==> src/kpl_pkg.sv <==
package kpl_pkg;

  // code length in digits, default for the top level
  localparam int unsigned CodeDigitsDef = 4;

  // field and register widths
  localparam int unsigned KeyW   = 8;
  localparam int unsigned EventW = 3;
  localparam int unsigned HeldW  = 3;
  localparam int unsigned RegW   = 16;
  localparam int unsigned CfgIdxW = 2;
  localparam int unsigned DigitW = 4;

  // register reset values
  localparam logic [RegW-1:0] UnlockCodeRst  = 16'h1234;
  localparam logic [RegW-1:0] WipeCodeRst    = 16'h9999;
  localparam logic [RegW-1:0] IdleTimeoutRst = 16'd5000;

  // key characters
  localparam logic [KeyW-1:0] KeyHash = 8'h23;
  localparam logic [KeyW-1:0] KeyZero = 8'h30;
  localparam logic [KeyW-1:0] KeyNine = 8'h39;

  // item kinds
  typedef enum logic {
    KIND_KEY  = 1'b0,
    KIND_TICK = 1'b1
  } kind_e;

  // result events
  typedef enum logic [EventW-1:0] {
    EV_NONE    = 3'd0,
    EV_DIGIT   = 3'd1,
    EV_UNLOCK  = 3'd2,
    EV_WIPE    = 3'd3,
    EV_WRONG   = 3'd4,
    EV_REJECT  = 3'd5,
    EV_TIMEOUT = 3'd6
  } event_e;

  // configuration register indexes
  typedef enum logic [CfgIdxW-1:0] {
    CFG_UNLOCK_CODE  = 2'd0,
    CFG_WIPE_CODE    = 2'd1,
    CFG_IDLE_TIMEOUT = 2'd2
  } cfg_idx_e;

endpackage

==> src/kpl_if.sv <==
interface kpl_in_if import kpl_pkg::*; ();
  logic            valid;
  logic            ready;
  logic            kind;
  logic [KeyW-1:0] key_char;

  modport source (output valid, output kind, output key_char, input ready);
  modport sink (input valid, input kind, input key_char, output ready);
endinterface

interface kpl_out_if import kpl_pkg::*; ();
  logic              valid;
  logic              ready;
  logic [EventW-1:0] event_res;
  logic [HeldW-1:0]  digits_held;

  modport source (output valid, output event_res, output digits_held, input ready);
  modport sink (input valid, input event_res, input digits_held, output ready);
endinterface

interface kpl_cfg_if import kpl_pkg::*; ();
  logic               valid;
  logic               ready;
  logic [CfgIdxW-1:0] index;
  logic [RegW-1:0]    data;

  modport source (output valid, output index, output data, input ready);
  modport sink (input valid, input index, input data, output ready);
endinterface

==> src/keypad_pin_code_lock_core.sv <==
// keypad pin code lock
// in_i carries one item per handshake: kind (0 key press, 1 millisecond tick)
// and key_char, the ascii code of the key. out_o returns exactly one item for
// every input item: event_res and digits_held, the digit count after the item.
// cfg_i writes unlock_code (index 0), wipe_code (index 1) and idle_timeout
// (index 2); other indexes are accepted and dropped. cfg_i is always ready and
// is meant to be written while the block is idle.
// the result is registered and valid in the cycle after an item is accepted.
// throughput: one item per cycle while the receiver takes each result; the
// whole update of the digit store, count and idle timer is one pass of logic
// between the input handshake and the result register.
// when the receiver stalls, the result register holds its item and in_i.ready
// drops; the next item is taken in the same cycle the held result leaves.
// reset clears the entry, sets the registers to 0x1234, 0x9999 and 5000 and
// arms the idle timer at zero ticks; no result is pending after reset.
module keypad_pin_code_lock_core import kpl_pkg::*; #(
  parameter int unsigned CODE_DIGITS = CodeDigitsDef
) (
  input  logic      clk_i,
  input  logic      rst_ni,
  kpl_in_if.sink    in_i,
  kpl_out_if.source out_o,
  kpl_cfg_if.sink   cfg_i
);

  localparam int unsigned CntW  = $clog2(CODE_DIGITS + 1);
  localparam int unsigned CodeW = DigitW * CODE_DIGITS;

  // configuration registers
  logic [RegW-1:0] unlock_code_q, wipe_code_q, idle_timeout_q;

  // entry and timer state
  logic [DigitW-1:0] store_q [CODE_DIGITS];
  logic [DigitW-1:0] store_d [CODE_DIGITS];
  logic [CntW-1:0]   count_q, count_d;
  logic [RegW-1:0]   ticks_q, ticks_d;
  logic              armed_q, armed_d;

  // result register
  logic             out_valid_q, out_valid_d;
  event_e           ev_q, ev_d;
  logic [HeldW-1:0] held_q, held_d;

  logic in_acc;
  logic is_digit, room_left, unlock_hit, wipe_hit;
  logic [RegW-1:0] tick_inc, tick_limit;
  logic [CntW+HeldW-1:0] held_ext;

  // result register frees when taken: an item enters every cycle unless stalled
  assign in_i.ready = !out_valid_q || out_o.ready;
  assign in_acc     = in_i.valid && in_i.ready;
  assign cfg_i.ready = 1'b1;

  // compare held digits against a code, first digit in the top nibble;
  // nibbles above the register width read as zero
  function automatic logic code_match(
    input logic [RegW-1:0]   code,
    input logic [DigitW-1:0] digits [CODE_DIGITS],
    input logic [CntW-1:0]   cnt
  );
    logic [CodeW+RegW-1:0] ext;
    logic                  hit;
    ext = {{CodeW{1'b0}}, code};
    hit = (cnt == CntW'(CODE_DIGITS));
    for (int unsigned i = 0; i < CODE_DIGITS; i++) begin
      if (digits[i] != ext[DigitW*(CODE_DIGITS-1-i) +: DigitW]) begin
        hit = 1'b0;
      end
    end
    return hit;
  endfunction

  assign is_digit   = (in_i.key_char >= KeyZero) && (in_i.key_char <= KeyNine);
  assign room_left  = (count_q < CntW'(CODE_DIGITS));
  assign unlock_hit = code_match(unlock_code_q, store_q, count_q);
  assign wipe_hit   = code_match(wipe_code_q, store_q, count_q);

  // tick counter saturates at all ones; a zero timeout acts like one
  assign tick_inc   = (ticks_q != {RegW{1'b1}}) ? ticks_q + RegW'(1) : ticks_q;
  assign tick_limit = (idle_timeout_q != '0) ? idle_timeout_q : RegW'(1);

  // next entry, timer and event for the item at the input
  always_comb begin
    store_d = store_q;
    count_d = count_q;
    ticks_d = ticks_q;
    armed_d = armed_q;
    ev_d    = EV_NONE;
    if (in_i.kind == KIND_TICK) begin
      if (armed_q) begin
        if (tick_inc >= tick_limit) begin
          for (int unsigned i = 0; i < CODE_DIGITS; i++) begin
            store_d[i] = '0;
          end
          count_d = '0;
          armed_d = 1'b0;
          ticks_d = '0;
          ev_d    = EV_TIMEOUT;
        end else begin
          ticks_d = tick_inc;
        end
      end
    end else begin
      // any key restarts the timer, rejected ones too
      ticks_d = '0;
      armed_d = 1'b1;
      if (in_i.key_char == KeyHash) begin
        if (unlock_hit) begin
          ev_d = EV_UNLOCK;
        end else if (wipe_hit) begin
          ev_d = EV_WIPE;
        end else begin
          ev_d = EV_WRONG;
        end
        for (int unsigned i = 0; i < CODE_DIGITS; i++) begin
          store_d[i] = '0;
        end
        count_d = '0;
      end else if (is_digit && room_left) begin
        for (int unsigned i = 0; i < CODE_DIGITS; i++) begin
          if (count_q == CntW'(i)) begin
            store_d[i] = DigitW'(in_i.key_char - KeyZero);
          end
        end
        count_d = count_q + CntW'(1);
        ev_d    = EV_DIGIT;
      end else begin
        ev_d = EV_REJECT;
      end
    end
  end

  // digit count as reported: low bits of the count
  assign held_ext = {{HeldW{1'b0}}, count_d};
  assign held_d   = held_ext[HeldW-1:0];

  always_comb begin
    if (in_acc) begin
      out_valid_d = 1'b1;
    end else if (out_o.ready) begin
      out_valid_d = 1'b0;
    end else begin
      out_valid_d = out_valid_q;
    end
  end

  // state and configuration
  always_ff @(posedge clk_i or negedge rst_ni) begin
    if (!rst_ni) begin
      unlock_code_q  <= UnlockCodeRst;
      wipe_code_q    <= WipeCodeRst;
      idle_timeout_q <= IdleTimeoutRst;
      for (int unsigned i = 0; i < CODE_DIGITS; i++) begin
        store_q[i] <= '0;
      end
      count_q     <= '0;
      ticks_q     <= '0;
      armed_q     <= 1'b1;
      out_valid_q <= 1'b0;
    end else begin
      out_valid_q <= out_valid_d;
      if (in_acc) begin
        store_q <= store_d;
        count_q <= count_d;
        ticks_q <= ticks_d;
        armed_q <= armed_d;
      end
      if (cfg_i.valid && cfg_i.ready) begin
        unique case (cfg_i.index)
          CFG_UNLOCK_CODE:  unlock_code_q  <= cfg_i.data;
          CFG_WIPE_CODE:    wipe_code_q    <= cfg_i.data;
          CFG_IDLE_TIMEOUT: idle_timeout_q <= cfg_i.data;
          default: ;
        endcase
      end
    end
  end

  // result payload, loaded with each accepted item
  always_ff @(posedge clk_i) begin
    if (in_acc) begin
      ev_q   <= ev_d;
      held_q <= held_d;
    end
  end

  assign out_o.valid       = out_valid_q;
  assign out_o.event_res   = ev_q;
  assign out_o.digits_held = held_q;

  // entry never grows past the code length
  a_count_range: assert property (@(posedge clk_i) disable iff (!rst_ni)
    count_q <= CntW'(CODE_DIGITS))
    else $error("digit count beyond code length");

  // an accepted item always leaves a result behind
  a_result_follows: assert property (@(posedge clk_i) disable iff (!rst_ni)
    in_acc |=> out_valid_q)
    else $error("accepted item produced no result");

  // a disarmed timer sits at zero ticks
  a_disarmed_idle: assert property (@(posedge clk_i) disable iff (!rst_ni)
    !armed_q |-> ticks_q == '0)
    else $error("tick count moved while timer disarmed");

  // timeout clears the entry and disarms the timer
  a_timeout_clears: assert property (@(posedge clk_i) disable iff (!rst_ni)
    in_acc && ev_d == EV_TIMEOUT |=> !armed_q && count_q == '0)
    else $error("timeout left entry or timer active");

  // a taken digit adds exactly one to the count
  a_digit_counts: assert property (@(posedge clk_i) disable iff (!rst_ni)
    in_acc && ev_d == EV_DIGIT |=> count_q == $past(count_q) + CntW'(1))
    else $error("digit taken without count step");

endmodule
==> src/flat_wrapper.sv <==
// flat-port wrapper written by rule: the top's interface ports become plain ports
module keypad_pin_code_lock_core_flat import kpl_pkg::*;
#(
  parameter int unsigned CODE_DIGITS = CodeDigitsDef
)
  (clk_i, rst_ni, in_i_valid, in_i_kind, in_i_key_char, in_i_ready, out_o_valid, out_o_event_res, out_o_digits_held, out_o_ready, cfg_i_valid, cfg_i_index, cfg_i_data, cfg_i_ready);
  kpl_in_if in_i_i ();
  kpl_out_if out_o_i ();
  kpl_cfg_if cfg_i_i ();
  input  logic clk_i;
  input  logic rst_ni;
  input wire logic [$bits(in_i_i.valid)-1:0] in_i_valid;
  input wire logic [$bits(in_i_i.kind)-1:0] in_i_kind;
  input wire logic [$bits(in_i_i.key_char)-1:0] in_i_key_char;
  output wire logic [$bits(in_i_i.ready)-1:0] in_i_ready;
  output wire logic [$bits(out_o_i.valid)-1:0] out_o_valid;
  output wire logic [$bits(out_o_i.event_res)-1:0] out_o_event_res;
  output wire logic [$bits(out_o_i.digits_held)-1:0] out_o_digits_held;
  input wire logic [$bits(out_o_i.ready)-1:0] out_o_ready;
  input wire logic [$bits(cfg_i_i.valid)-1:0] cfg_i_valid;
  input wire logic [$bits(cfg_i_i.index)-1:0] cfg_i_index;
  input wire logic [$bits(cfg_i_i.data)-1:0] cfg_i_data;
  output wire logic [$bits(cfg_i_i.ready)-1:0] cfg_i_ready;
  assign in_i_i.valid = in_i_valid;
  assign in_i_i.kind = in_i_kind;
  assign in_i_i.key_char = in_i_key_char;
  assign in_i_ready = in_i_i.ready;
  assign out_o_valid = out_o_i.valid;
  assign out_o_event_res = out_o_i.event_res;
  assign out_o_digits_held = out_o_i.digits_held;
  assign out_o_i.ready = out_o_ready;
  assign cfg_i_i.valid = cfg_i_valid;
  assign cfg_i_i.index = cfg_i_index;
  assign cfg_i_i.data = cfg_i_data;
  assign cfg_i_ready = cfg_i_i.ready;
  keypad_pin_code_lock_core #(.CODE_DIGITS(CODE_DIGITS)) u_core (.clk_i(clk_i), .rst_ni(rst_ni), .in_i(in_i_i), .out_o(out_o_i), .cfg_i(cfg_i_i));
endmodule
==> config.mk <==
export PLATFORM = sky130hd
export DESIGN_NAME = keypad_pin_code_lock_core_flat
export DESIGN_NICKNAME = d
export VERILOG_FILES = /design/src/kpl_pkg.sv /design/src/kpl_if.sv /design/src/keypad_pin_code_lock_core.sv /design/src/flat_wrapper.sv
export SDC_FILE = /design/constraint.sdc
export NUM_CORES = 1
export LEC_CHECK = 0
export ABC_AREA = 1
export BUFFER_PORTS_ARGS = -buffer_cell sky130_fd_sc_hd__buf_2
export CAP_MARGIN = 20
export CORE_AREA = 2 2 102 104
export CTS_CLUSTER_DIAMETER = 60
export CTS_CLUSTER_SIZE = 25
export DETAILED_ROUTE_END_ITERATION = 10
export DIE_AREA = 0 0 104 106
export GPL_ROUTABILITY_DRIVEN = 0
export HOLD_SLACK_MARGIN = 0.1
export PLACE_DENSITY = 0.74
export SYNTH_ARGS = -nofsm -noshare
export SYNTH_HDL_FRONTEND = slang
export SYNTH_SLANG_ARGS = --single-unit
==> constraint.sdc <==
create_clock -name clk_i -period 2.8 [get_ports clk_i]
set_input_delay 0.14 -clock clk_i [delete_from_list [all_inputs] [get_ports clk_i]]
set_output_delay 0.14 -clock clk_i [all_outputs]
set_load 0.01 [all_outputs]
==> impl_metrics.csv <==
group,metric,value,unit
run_status,status,"complete, but fails checks",
run_status,violations,"negative setup slack",
synth,yosysTopAreaCell,"dfrtp_1",
setup_path,cp_cell_sequence,"buf_4 -> nand2_1 -> nor2_2 -> nand2_2 -> nor2_2 -> nand2_1 -> nor2_2 -> nand3_1 -> nand2_1 -> nand2_1 -> inv_2 -> ha_4 -> a21oi_1 -> o21ai_1 -> buf_4 -> a21oi_4 -> nand4_2 -> o21ai_1",
timing,setup_viol,40,
timing,worst_slew_pin_slew,1.033,ns
final_layout,fillCellCount,834,
grt,grt_first_pass_wirelength,20980,um
synth,ys_ff_latch,91,
clock_tree,h-tree-depth,3,
setup_path,timing.rr.start,"u_core.ticks_q[1]$_DFFE_PN0P_",
detailed_routing,wl_per_cell,14.51,um
timing,hold_violations,0,
detailed_routing,drtPass1Iterations,5,
synth,avgSynthCellArea,7.617,sq um
synth,syn_nets,748,
floorplan,dieHeight,106,um
synth,synth_edf_count,6,
setup_path,startpoint,"u_core.ticks_q[1]$_DFFE_PN0P_",
synth,ys_seq_area_share,44.09,%
clock_tree,cts_root_buffer,"clkbuf_8",
timing,slew_headroom,31.15,%
synth,synth_warnings,0,
final_layout,fin_util,65.90,%
floorplan,chipWidth,104,um
clock_tree,clock_latency,0.37,ns
synth,synthCells,694,
timing,fmax,335.0,MHz
clock_tree,clkTransAtPathRegs,0.10,ns
timing,period_minus_slack,2.985,ns
final_layout,seqCellArea,0.002338,sq mm
flow_run,drv_cap,0,
final_layout,nets,833,
setup_path,crit_type,"reg2reg",
timing,rsz0062_at_grt,"yes",
final_layout,multiInputGateArea,0.002753,sq mm
detailed_routing,drtAntennaViolNets,0,
final_layout,final_cell_mix,"nand2_1 (194), inv_1 (104), dfrtp_1 (60)",
synth,synthArstFlopShare,93.41,%
setup_path,timing.critical_path.mode_cell,"nand2_1",
final_layout,final_common_cell,"nand2_1",
final_layout,drive_gt1_share,25.51,%
clock_tree,clk_path_buf_depth,2,
detailed_routing,vias_per_cell,5.195,
floorplan,dieArea,0.01102,sq mm
synth,yosysUniqueCellTypes,38,
grt,grt_pass1_vias,4570,
synth,synth_flop_cell,"dfrtp_1",
timing,finalCritPeriodShare,106.6,%
setup_path,max_stage_delay,0.39,ns
clock_tree,cts_made_buffers,9,
hold_path,worstHoldStart,"cfg_i_data[2]",
detailed_routing,totalWireLength,13350,um
synth,ys_top_cells_by_area,"dfrtp_1 (31%), nand2_1 (15%), dfstp_2 (9.4%), inv_1 (7.9%), ha_1 (5.2%)",
hold_path,hold_class,"in2reg",
pwr,peakVddDrop,423.7,uV
place,port_buffers,39,
clock_tree,clock_sinks,91,
clock_tree,cts_tree,"built",
synth,synth.top_cell.area_share,31.24,%
grt,antenna_found_initial,0,
place,dp_hpwl,8908,um
timing,maxSlewViolCount,0,
detailed_routing,drtIter0Drc,257,
final_layout,areaGrowthSynthToFinish,24.66,%
setup_path,cp-end-kind,"flop",
setup_path,critPathSlowestCell,"dfrtp_1",
floorplan,rows,37,
place,place_ws,-0.1514,ns
final_layout,antenna_cells,0,
floorplan,initial_core_util,52.87,%
pwr,p_leak,3.404,nW
floorplan,coreArea,0.01000,sq mm
pwr,power_density,559.5,mW/mm^2
setup_path,crit_required,3.09,ns
setup_path,worstSetupStartpointType,"flop",
floorplan,pin_count,41,
setup_path,worst_ep_arrival_time,3.27,ns
grt,grt_max_degree,86,
timing,fin_ws,-0.1851,ns
setup_path,cp_max_fo,8,
grt,globalRouteOverflowTotal,0,
detailed_routing,vias,4779,
timing,clock_skew,0.01230,ns
grt,grt_usage,23.78,%
synth,synth_area,0.005286,sq mm
detailed_routing,route.detailed.drc,0,
[layout make-up]
| type | instances | share of cell area [%] |
|---|---|---|
| Multi-Input combinational cell | 474 | 41.77 |
| Sequential cell | 91 | 35.49 |
| Timing Repair Buffer | 90 | 10.52 |
| Inverter | 113 | 6.436 |
| Tap cell | 136 | 2.582 |
| Clock buffer | 10 | 2.259 |
| Clock inverter | 6 | 0.9493 |
[critical path, delay by kind of cell, from the launching register on]
family          cells  cell delay (ns)
fa+ha+maj           1             0.20
simple gates       10             1.21
buf+inv             3             0.36
compound gates      4             0.75
flops               1             0.39
[cell usage after synthesis, types with 8 or more instances]
cell,n
dfstp_2,19
nand2_1,211
nand4_1,24
clkbuf_1,11
xor2_1,12
inv_1,111
nor2_1,39
xnor2_1,8
nor3_1,8
a21oi_1,13
o21ai_0,53
dfrtp_1,66
nand3_1,22
ha_1,22
o21ai_1,21
[sequential cells by signal, summed over array words and instances (netlist names)]
register,cells
u_core.store_q,16
u_core.armed_q,1
u_core.idle_timeout_q,16
u_core.count_q,3
u_core.ticks_q,16
u_core.out_o.digits_held,3
u_core.wipe_code_q,16
u_core.out_o.event_res,3
u_core.unlock_code_q,16
u_core.out_o.valid,1
[per-layer routing]
metal / global-route usage, % / vias to the layer above / share of wire (%)
met5: 0 / - / 0
met4: 9.266 / 0 / 2.6
met3: 3.924 / 32 / 3.7
met2: 42.58 / 109 / 52
met1: 28.73 / 2253 / 42
li1: - / 2385 / -
[cell families after synthesis]
logic type / count (synthesis) / share of synthesized area (%)
other: 1 / 0.07094
buffers and inverters: 130 / 9.680
xor gates and xnor gates: 20 / 3.314
DFF: 91 / 44.09
and+or+nand+nor: 332 / 27.62
AOI/OAI and AO/OA: 98 / 10.01
adders and majority gates: 22 / 5.207
[final timing paths]
| path | end | slack (ns) | depth (start not counted) |
|---|---|---|---|
| max | u_core.ticks_q[12]$_DFFE_PN0P_ | -0.19 | 18 |
| min | u_core.idle_timeout_q[2]$_DFFE_PN0P_ | 0.13 | 3 |
| max reg2reg | u_core.ticks_q[12]$_DFFE_PN0P_ | -0.19 | 18 |
| min reg2reg | u_core.unlock_code_q[7]$_DFFE_PN0P_ | 0.50 | 2 |
| max in group asynchronous | u_core.wipe_code_q[0]$_DFFE_PN1P_ | 1.79 | 3 |
| min in group asynchronous | u_core.ticks_q[10]$_DFFE_PN0P_ | 0.31 | 2 |
[timing repair]
item,CTS,global route
hold buffers,18,0
gates resized for setup,6,75
gates cloned,0,3
pin swaps,0,27
endpoints found under the hold margin,103,0
buffers inserted,1,9
setup endpoints to repair,40,40
[power breakdown]
| group | switching (mW) | leakage (nW) | total (mW) | internal (mW) |
|---|---|---|---|---|
| registers | 0.200 | 1.11 | 1.77 | 1.57 |
| logic | 0.555 | 2.19 | 0.965 | 0.409 |
| clock network | 0.491 | 0.111 | 0.956 | 0.466 |
| total | 1.25 | 3.40 | 3.69 | 2.44 |
[per-stage QoR]
step	power (mW)	area [sq um]	instances	TNS [ns]	hold slack [ns]
finish	3.687	6590	920	-4.651	0.1294
global placement	2.572	5729	872	-0.9568	0.3889
detailed placement	2.616	5729	872	-2.962	0.4089
floorplan	2.343	5286	694	0	-0.1556
CTS	3.590	6153	907	0	0.1184
global route	3.939	6590	920	-8.966	0.1170
Note: power is estimated with default switching activity, not from simulation.
